File: config.mk
export PLATFORM = sky130hd
export DESIGN_NAME = calendar_date_subtractor_unit
export DESIGN_NICKNAME = d
export VERILOG_FILES = /design/src/rtl/cds_pkg.sv /design/src/rtl/cds_front.sv /design/src/rtl/cds_queue.sv /design/src/rtl/cds_back.sv /design/src/rtl/calendar_date_subtractor_unit.sv
export SDC_FILE = /design/constraint.sdc
export NUM_CORES = 2
export LEC_CHECK = 0
export ABC_AREA = 1
export BUFFER_PORTS_ARGS = -buffer_cell sky130_fd_sc_hd__buf_2
export CORE_UTILIZATION = 45
export DETAILED_ROUTE_END_ITERATION = 16
export GPL_TIMING_DRIVEN = 0
export PLACE_DENSITY = 0.61
export SYNTH_ARGS = -nofsm -noshare
export SYNTH_HDL_FRONTEND = slang
export SYNTH_HIERARCHICAL = 1
export SYNTH_SLANG_ARGS = --single-unit
File: constraint.sdc
create_clock -name clk -period 18.9 [get_ports clk]
set_clock_uncertainty 0.1 [all_clocks]
set_input_delay 2.835 -clock clk [delete_from_list [all_inputs] [get_ports clk]]
set_output_delay 2.835 -clock clk [all_outputs]
set_load 0.03 [all_outputs]
File: src/rtl/cds_pkg.sv
// Shared types, command codes and calendar helpers for the date subtractor.
// Used by cds_front, cds_queue, cds_back and the top level; depends on nothing.
`timescale 1ns / 1ps
`default_nettype none

package cds_pkg;

    localparam logic [2:0] CMD_DAY        = 3'd0;
    localparam logic [2:0] CMD_WEEK       = 3'd1;
    localparam logic [2:0] CMD_MONTH      = 3'd2;
    localparam logic [2:0] CMD_YEAR       = 3'd3;
    localparam logic [2:0] CMD_DECADE     = 3'd4;
    localparam logic [2:0] CMD_CENTURY    = 3'd5;
    localparam logic [2:0] CMD_MILLENNIUM = 3'd6;

    localparam logic [13:0] YEAR_MAX  = 14'd9999;
    localparam logic [3:0]  MONTH_DEC = 4'd12;
    localparam logic [3:0]  MONTH_FEB = 4'd2;
    localparam logic [3:0]  MONTH_JAN = 4'd1;

    // floor(x / 100) = (x * RECIP_100) >> 19 for x below 16384
    localparam logic [12:0] RECIP_100 = 13'd5243;
    // floor(x / 12) = (x * RECIP_12) >> 19 for x below 65536
    localparam logic [15:0] RECIP_12  = 16'd43691;
    localparam int          RECIP_SH  = 19;

    localparam logic [4:0] MONTH_LEN [12] = '{5'd31, 5'd28, 5'd31, 5'd30, 5'd31, 5'd30,
                                              5'd31, 5'd31, 5'd30, 5'd31, 5'd30, 5'd31};

    // Classified item as it waits between front and back
    typedef struct packed {
        logic [4:0]  day;     // 1..31, month length not yet applied
        logic [3:0]  month;   // 1..12
        logic [13:0] year;    // 0..9999
        logic [2:0]  cmd;
        logic [15:0] count;
        logic [18:0] left;    // days to walk back (count or 7 * count)
        logic [12:0] cq;      // count / 12
        logic [25:0] sub;     // years to take off for year-type units
        logic [6:0]  yq;      // year / 100
    } cds_item_t;

    // Queue status seen by its two sides
    typedef struct packed {
        logic full;
        logic empty;
    } cds_qstat_t;

    function automatic logic [4:0] days_in(input logic leap, input logic [3:0] month);
        logic [4:0] len;
        len = 5'd31;
        if (month == MONTH_FEB)
            len = leap ? 5'd29 : 5'd28;
        else if (month >= MONTH_JAN && month <= MONTH_DEC)
            len = MONTH_LEN[month - 4'd1];
        return len;
    endfunction

    // Leap test from year % 100 and the low bits of year / 100
    function automatic logic leap_from_div(input logic [6:0] rem100, input logic [1:0] q_low);
        return (rem100[1:0] == 2'd0) && ((rem100 != 7'd0) || (q_low == 2'd0));
    endfunction

    // Leap test from year % 400
    function automatic logic leap_from_mod400(input logic [8:0] ymod);
        return (ymod[1:0] == 2'd0) && (ymod != 9'd100) && (ymod != 9'd200)
            && (ymod != 9'd300);
    endfunction

endpackage

`default_nettype wire

File: src/rtl/cds_front.sv
// Front end: takes input transfers, clamps month and year, and precomputes
// the quotients and products the back end needs. Depends on cds_pkg.
`timescale 1ns / 1ps
`default_nettype none

module cds_front (
    input  logic                  in_valid,
    input  logic [4:0]            day_in,
    input  logic [3:0]            month_in,
    input  logic [13:0]           year_in,
    input  logic [2:0]            command,
    input  logic [15:0]           count,
    input  cds_pkg::cds_qstat_t   qstat,
    output logic                  in_ready,
    output logic                  push,
    output cds_pkg::cds_item_t    item
);
    import cds_pkg::*;

    logic [3:0]  month_c;
    logic [13:0] year_c;
    logic [25:0] yq_prod;
    logic [31:0] cq_prod;
    logic [9:0]  unit;

    always_comb
    begin
        month_c = month_in;
        if (month_in < MONTH_JAN)
            month_c = MONTH_JAN;
        else if (month_in > MONTH_DEC)
            month_c = MONTH_DEC;
        year_c = (year_in > YEAR_MAX) ? YEAR_MAX : year_in;

        case (command)
            CMD_YEAR:       unit = 10'd1;
            CMD_DECADE:     unit = 10'd10;
            CMD_CENTURY:    unit = 10'd100;
            CMD_MILLENNIUM: unit = 10'd1000;
            default:        unit = 10'd0;
        endcase

        yq_prod = 26'(year_c) * 26'(RECIP_100);
        cq_prod = 32'(count) * 32'(RECIP_12);

        item.day   = (day_in == 5'd0) ? 5'd1 : day_in;
        item.month = month_c;
        item.year  = year_c;
        item.cmd   = command;
        item.count = count;
        item.left  = (command == CMD_WEEK) ? 19'(count) * 19'd7 : 19'(count);
        item.cq    = cq_prod[RECIP_SH +: 13];
        item.sub   = 26'(count) * 26'(unit);
        item.yq    = yq_prod[RECIP_SH +: 7];
    end

    assign in_ready = !qstat.full;
    assign push     = in_valid && !qstat.full;

endmodule

`default_nettype wire

File: src/rtl/cds_queue.sv
// Two-entry queue of classified items between front and back end.
// Depends on cds_pkg.
`timescale 1ns / 1ps
`default_nettype none

module cds_queue (
    input  logic                clk,
    input  logic                rst_n,
    input  logic                push,
    input  cds_pkg::cds_item_t  push_item,
    input  logic                pop,
    output cds_pkg::cds_item_t  head,
    output cds_pkg::cds_qstat_t qstat
);
    import cds_pkg::*;

    cds_item_t  mem_reg [2];
    logic       wr_ptr_reg, wr_ptr_next;
    logic       rd_ptr_reg, rd_ptr_next;
    logic [1:0] fill_reg, fill_next;
    logic       do_push, do_pop;

    assign do_push = push && (fill_reg != 2'd2);
    assign do_pop  = pop && (fill_reg != 2'd0);

    always_comb
    begin
        wr_ptr_next = do_push ? !wr_ptr_reg : wr_ptr_reg;
        rd_ptr_next = do_pop ? !rd_ptr_reg : rd_ptr_reg;
        fill_next   = fill_reg + 2'(do_push) - 2'(do_pop);
    end

    always_ff @(posedge clk or negedge rst_n)
    begin
        if (!rst_n)
        begin
            wr_ptr_reg <= 1'b0;
            rd_ptr_reg <= 1'b0;
            fill_reg   <= 2'd0;
        end
        else
        begin
            wr_ptr_reg <= wr_ptr_next;
            rd_ptr_reg <= rd_ptr_next;
            fill_reg   <= fill_next;
        end
    end

    always_ff @(posedge clk)
    begin
        if (do_push)
            mem_reg[wr_ptr_reg] <= push_item;
    end

    assign head        = mem_reg[rd_ptr_reg];
    assign qstat.full  = (fill_reg == 2'd2);
    assign qstat.empty = (fill_reg == 2'd0);

endmodule

`default_nettype wire

File: src/rtl/cds_back.sv
// Back end: clamps the day, carries out the subtraction (month-per-cycle walk
// for day and week units, a short sequence otherwise) and holds the result register.
// Depends on cds_pkg.
`timescale 1ns / 1ps
`default_nettype none

module cds_back (
    input  logic                clk,
    input  logic                rst_n,
    input  cds_pkg::cds_item_t  head,
    input  cds_pkg::cds_qstat_t qstat,
    output logic                pop,
    output logic                out_valid,
    input  logic                out_ready,
    output logic [4:0]          day_out,
    output logic [3:0]          month_out,
    output logic [13:0]         year_out,
    output logic                underflow
);
    import cds_pkg::*;

    localparam logic [2:0] ST_IDLE = 3'd0;
    localparam logic [2:0] ST_NORM = 3'd1;
    localparam logic [2:0] ST_TGT  = 3'd2;
    localparam logic [2:0] ST_WALK = 3'd3;
    localparam logic [2:0] ST_LQ   = 3'd4;
    localparam logic [2:0] ST_LR   = 3'd5;
    localparam logic [2:0] ST_DONE = 3'd6;

    logic [2:0]  state_reg, state_next;
    cds_item_t   item_reg, item_next;
    logic [18:0] left_reg, left_next;
    logic [4:0]  rd_reg, rd_next;
    logic [3:0]  rm_reg, rm_next;
    logic [13:0] ry_reg, ry_next;
    logic [8:0]  ymod_reg, ymod_next;
    logic [4:0]  nd_reg, nd_next;
    logic        uf_reg, uf_next;
    logic [6:0]  lq_reg, lq_next;
    logic        ov_reg, ov_next;
    logic [4:0]  od_reg, od_next;
    logic [3:0]  om_reg, om_next;
    logic [13:0] oy_reg, oy_next;
    logic        ouf_reg, ouf_next;

    logic        out_free;
    logic [6:0]  rem100;
    logic        leap;
    logic [4:0]  len;
    logic [16:0] cq12;
    logic [3:0]  rem12;
    logic [3:0]  mm1;
    logic        borrow;
    logic [13:0] dy;
    logic [26:0] lq_prod;
    logic [3:0]  wm;

    assign out_free = !ov_reg || out_ready;
    assign pop      = (state_reg == ST_IDLE) && !qstat.empty;

    always_comb
    begin
        state_next = state_reg;
        item_next  = item_reg;
        left_next  = left_reg;
        rd_next    = rd_reg;
        rm_next    = rm_reg;
        ry_next    = ry_reg;
        ymod_next  = ymod_reg;
        nd_next    = nd_reg;
        uf_next    = uf_reg;
        lq_next    = lq_reg;
        ov_next    = ov_reg && !out_ready;
        od_next    = od_reg;
        om_next    = om_reg;
        oy_next    = oy_reg;
        ouf_next   = ouf_reg;

        rem100  = 7'd0;
        leap    = 1'b0;
        len     = 5'd31;
        cq12    = 17'(item_reg.cq) * 17'd12;
        rem12   = 4'(17'(item_reg.count) - cq12);
        mm1     = rm_reg - 4'd1;
        borrow  = (mm1 < rem12);
        dy      = 14'(item_reg.cq) + 14'(borrow);
        lq_prod = 27'(ry_reg) * 27'(RECIP_100);
        wm      = (rm_reg == MONTH_JAN) ? MONTH_DEC : rm_reg - 4'd1;

        case (state_reg)
            ST_IDLE:
            begin
                if (!qstat.empty)
                begin
                    item_next  = head;
                    state_next = ST_NORM;
                end
            end
            ST_NORM:
            begin
                // Bring the day inside the month, keep the year mod 400
                rem100    = 7'(item_reg.year - 14'(item_reg.yq) * 14'd100);
                leap      = leap_from_div(rem100, item_reg.yq[1:0]);
                len       = days_in(leap, item_reg.month);
                nd_next   = (item_reg.day > len) ? len : item_reg.day;
                rd_next   = (item_reg.day > len) ? len : item_reg.day;
                rm_next   = item_reg.month;
                ry_next   = item_reg.year;
                ymod_next = 9'(item_reg.yq[1:0]) * 9'd100 + 9'(rem100);
                left_next = item_reg.left;
                uf_next   = 1'b0;
                state_next = ST_TGT;
            end
            ST_TGT:
            begin
                if (item_reg.cmd == CMD_DAY || item_reg.cmd == CMD_WEEK)
                begin
                    state_next = ST_WALK;
                end
                else if (item_reg.cmd == CMD_MONTH)
                begin
                    if (dy > ry_reg)
                    begin
                        uf_next    = 1'b1;
                        state_next = ST_DONE;
                    end
                    else
                    begin
                        ry_next    = ry_reg - dy;
                        rm_next    = borrow ? 4'(5'(mm1) + 5'd13 - 5'(rem12))
                                            : mm1 + 4'd1 - rem12;
                        state_next = ST_LQ;
                    end
                end
                else if (item_reg.cmd inside {[CMD_YEAR:CMD_MILLENNIUM]})
                begin
                    if (item_reg.sub > 26'(ry_reg))
                    begin
                        uf_next    = 1'b1;
                        state_next = ST_DONE;
                    end
                    else
                    begin
                        ry_next    = ry_reg - item_reg.sub[13:0];
                        state_next = ST_LQ;
                    end
                end
                else
                begin
                    state_next = ST_DONE;
                end
            end
            ST_LQ:
            begin
                lq_next    = lq_prod[RECIP_SH +: 7];
                state_next = ST_LR;
            end
            ST_LR:
            begin
                // Clamp the day to the target month
                rem100     = 7'(ry_reg - 14'(lq_reg) * 14'd100);
                leap       = leap_from_div(rem100, lq_reg[1:0]);
                len        = days_in(leap, rm_reg);
                rd_next    = (rd_reg > len) ? len : rd_reg;
                state_next = ST_DONE;
            end
            ST_WALK:
            begin
                // One month boundary per cycle
                if (left_reg >= 19'(rd_reg))
                begin
                    left_next = left_reg - 19'(rd_reg);
                    if (rm_reg == MONTH_JAN && ry_reg == 14'd0)
                    begin
                        uf_next    = 1'b1;
                        state_next = ST_DONE;
                    end
                    else
                    begin
                        if (rm_reg == MONTH_JAN)
                        begin
                            ry_next   = ry_reg - 14'd1;
                            ymod_next = (ymod_reg == 9'd0) ? 9'd399 : ymod_reg - 9'd1;
                        end
                        rm_next = wm;
                        rd_next = days_in(leap_from_mod400(ymod_reg), wm);
                    end
                end
                else
                begin
                    rd_next    = rd_reg - 5'(left_reg);
                    state_next = ST_DONE;
                end
            end
            ST_DONE:
            begin
                if (out_free)
                begin
                    ov_next    = 1'b1;
                    ouf_next   = uf_reg;
                    od_next    = uf_reg ? nd_reg : rd_reg;
                    om_next    = uf_reg ? item_reg.month : rm_reg;
                    oy_next    = uf_reg ? item_reg.year : ry_reg;
                    state_next = ST_IDLE;
                end
            end
            default:
            begin
                state_next = ST_IDLE;
            end
        endcase
    end

    always_ff @(posedge clk or negedge rst_n)
    begin
        if (!rst_n)
        begin
            state_reg <= ST_IDLE;
            ov_reg    <= 1'b0;
        end
        else
        begin
            state_reg <= state_next;
            ov_reg    <= ov_next;
        end
    end

    always_ff @(posedge clk)
    begin
        item_reg <= item_next;
        left_reg <= left_next;
        rd_reg   <= rd_next;
        rm_reg   <= rm_next;
        ry_reg   <= ry_next;
        ymod_reg <= ymod_next;
        nd_reg   <= nd_next;
        uf_reg   <= uf_next;
        lq_reg   <= lq_next;
        od_reg   <= od_next;
        om_reg   <= om_next;
        oy_reg   <= oy_next;
        ouf_reg  <= ouf_next;
    end

    assign out_valid = ov_reg;
    assign day_out   = od_reg;
    assign month_out = om_reg;
    assign year_out  = oy_reg;
    assign underflow = ouf_reg;

endmodule

`default_nettype wire

File: src/rtl/calendar_date_subtractor_unit.sv
// Top level of the Gregorian date subtractor: front end, item queue, back end.
// Depends on cds_pkg, cds_front, cds_queue and cds_back.
`timescale 1ns / 1ps
`default_nettype none

// Channel   Dir  Payload
// s_axis    in   tdata: day_in[4:0] month_in[8:5] year_in[22:9] count[38:23];
//                tuser: command[2:0]
// m_axis    out  tdata: day_out[4:0] month_out[8:5] year_out[22:9];
//                tuser: underflow
//
// After the queue pop, month, year, decade, century and millennium units
// step through ST_NORM, ST_TGT, ST_LQ, ST_LR and ST_DONE (ST_NORM, ST_TGT
// and ST_DONE when the result underflows); day and week units step through
// ST_NORM and ST_TGT, walk back one month boundary per cycle in ST_WALK, then
// ST_DONE (about 2160 boundaries for 65535 days, about 15080 for 65535 weeks).
// Reset (rst_n low) empties the queue and drops any pending result.
// The queue takes up to two transfers while the back end works or the
// result register waits on m_axis_tready; each side stalls on its own.

module calendar_date_subtractor_unit (
    input  logic        clk,
    input  logic        rst_n,
    input  logic        s_axis_tvalid,
    output logic        s_axis_tready,
    input  logic [39:0] s_axis_tdata,   // day_in, month_in, year_in, count, pad
    input  logic [2:0]  s_axis_tuser,   // command
    output logic        m_axis_tvalid,
    input  logic        m_axis_tready,
    output logic [23:0] m_axis_tdata,   // day_out, month_out, year_out, pad
    output logic        m_axis_tuser    // underflow
);
    import cds_pkg::*;

    cds_item_t  push_item;
    cds_item_t  head;
    cds_qstat_t qstat;
    logic       push;
    logic       pop;
    logic [4:0] day_out;
    logic [3:0] month_out;
    logic [13:0] year_out;

    // Classify the incoming transfer
    cds_front u_front (
        .in_valid (s_axis_tvalid),
        .day_in   (s_axis_tdata[4:0]),
        .month_in (s_axis_tdata[8:5]),
        .year_in  (s_axis_tdata[22:9]),
        .command  (s_axis_tuser),
        .count    (s_axis_tdata[38:23]),
        .qstat    (qstat),
        .in_ready (s_axis_tready),
        .push     (push),
        .item     (push_item)
    );

    // Hold classified items until the back end is free
    cds_queue u_queue (
        .clk       (clk),
        .rst_n     (rst_n),
        .push      (push),
        .push_item (push_item),
        .pop       (pop),
        .head      (head),
        .qstat     (qstat)
    );

    // Execute and register the result
    cds_back u_back (
        .clk       (clk),
        .rst_n     (rst_n),
        .head      (head),
        .qstat     (qstat),
        .pop       (pop),
        .out_valid (m_axis_tvalid),
        .out_ready (m_axis_tready),
        .day_out   (day_out),
        .month_out (month_out),
        .year_out  (year_out),
        .underflow (m_axis_tuser)
    );

    assign m_axis_tdata = {1'b0, year_out, month_out, day_out};

endmodule

`default_nettype wire

==> impl_metrics.env <==
export IMPL_cts_buffers=38
export IMPL_gr_usage_all_layers_pct=22.39
export IMPL_htreeDepth=2
export IMPL_die_w_um=290.3
export IMPL_max_clock_freq_mhz=123.2
export IMPL_grt_max_degree=69
export IMPL_cts_sinks=373
export IMPL_setup_worst_path_start_class="input port"
export IMPL_die_area_um2=84300
export IMPL_wirelength_mm=92.99
export IMPL_syn_area_per_cell_um2=8.785
export IMPL_num_vias=27780
export IMPL_drc_errors=0
export IMPL_yosys_warnings=6
export IMPL_clockBufferDepth=3
export IMPL_worstSetupPathType="input port to register"
export IMPL_status="finished clean"
export IMPL_hpwlAfterDp_mm=77.31
export IMPL_rows=105
export IMPL_slew_viol_final=0
export IMPL_synth_nets=5123
export IMPL_cp_end_kind="register"
export IMPL_die_height_um=290.3
export IMPL_cts_tree="done"
export IMPL_grt_pass1_wl_mm=148.2
export IMPL_cp_arrival_ns=8.30
export IMPL_cts_hold_buf=0
export IMPL_floorplan_initialDensity_pct=45.49
export IMPL_core_area_um2=82240
export IMPL_tightest_slew_ns=1.028
export IMPL_final_hold_violation_count=0
export IMPL_netlist_area_um2=37410
export IMPL_cts_setup_buffers=0
export IMPL_layout_commonest_cell="nand2_1"
export IMPL_antenna_found_initial=0
export IMPL_fin_setup_tns_ns=0
export IMPL_grt_pass1_vias=27310
export IMPL_drt_iter0_markers=1873
export IMPL_first_pass_iters=6
export IMPL_ant_nets=0
export IMPL_clk_pin_slew_worst_paths_ns=0.06
export IMPL_final_cell_mix="nand2_1, inv_1, ha_1"
export IMPL_drive_gt1_share_pct=6.488
export IMPL_nFillCells=7837
export IMPL_insertion_delay_ns=0.57
export IMPL_wire_per_inst_um=16.98
export IMPL_overflow=0
export IMPL_fin_crit_sh_pct=42.94
export IMPL_synth_cells=4259
export IMPL_rsz0062_at_grt="false"
export IMPL_layout_nets=5249
export IMPL_clock_tree_root_cell="clkbuf_16"
export IMPL_drv_cap=0
export IMPL_largest_register_ffs=186
export IMPL_crit_fanout=7
export IMPL_period_needed_ns=8.117
export IMPL_place_port_buffers=71
export IMPL_gp_congestion=0.9048
export IMPL_via_per_inst=5.072
export IMPL_crit_required_ns=19.08
export IMPL_synthToLayoutAreaGrowth_pct=8.284
export IMPL_finalSetupViolCount=0
export IMPL_io_pins=74
export IMPL_hp_class="register to register"
export IMPL_cts_resized=0
export IMPL_relSlewSlack_pct=31.24
export IMPL_diodes=0
==> per-layer routing <==
layer  track usage, %  routed length, um
met4            5.449               2147
met3            2.118               4189
met1            31.41              43510
met5                0                  0
met2            37.26              43150
==> worst max-delay path, cell delays in order <==
cell,delay [ns]
buf_2,0.26
inv_2,0.12
nor2_4,0.22
nand2_1,0.14
nor2_1,0.31
inv_1,0.13
fa_1,0.54
inv_1,0.06
fa_1,0.56
inv_1,0.06
fa_1,0.53
inv_1,0.05
fa_1,0.55
fa_1,0.50
ha_1,0.40
nand2_1,0.11
nor2_1,0.18
inv_1,0.08
nor3_1,0.24
nand4_1,0.18
nand4_1,0.11
nand2_1,0.10
==> final timing paths <==
check                                 start                      to  slack, ns  cells after the start
max                         s_axis_tuser[2]  u_queue/mem_reg[0][27]      10.78                     22
min                           u_back/uf_reg        u_back/underflow       0.37                      0
max reg2reg                u_back/rm_reg[0]        u_back/ry_reg[9]      12.80                     25
min reg2reg                   u_back/uf_reg        u_back/underflow       0.37                      0
max in group asynchronous             rst_n      u_queue/rd_ptr_reg      16.47                      1
min in group asynchronous             rst_n     u_back/state_reg[1]       2.02                      1
==> through the flow <==
stage / area (um2) / hold slack, ns / setup WS, ns / std cells / utilization (%)
2_1_floorplan: 37410 / 0.3244 / 10.53 / 4259 / -
3_5_place_dp: 39350 / 0.3651 / 10.27 / 5415 / 47.85
6_report: 40510 / 0.3723 / 10.78 / 5478 / 49.26
5_1_grt: 40510 / 0.3797 / 10.42 / 5478 / 49.26
4_1_cts: 40510 / 0.3715 / 10.83 / 5478 / 49.26
3_3_place_gp: 39110 / 0.3545 / 7.356 / 5400 / 47.55
==> final cells by class <==
type / instances / area [um2] / area share (%)
clock inverter: 22 / 178.9 / 0.4416
multi-input combinational: 2956 / 22610 / 55.82
inverter: 860 / 3236 / 7.987
buffer: 70 / 422.9 / 1.044
sequential: 373 / 11160 / 27.55
clock buffer: 41 / 983.4 / 2.427
timing repair buffer: 86 / 578.1 / 1.427
tap: 1070 / 1339 / 3.305
Power is not shown: default switching activity piles up to over one toggle a cycle in this logic, so the estimate is an artifact.
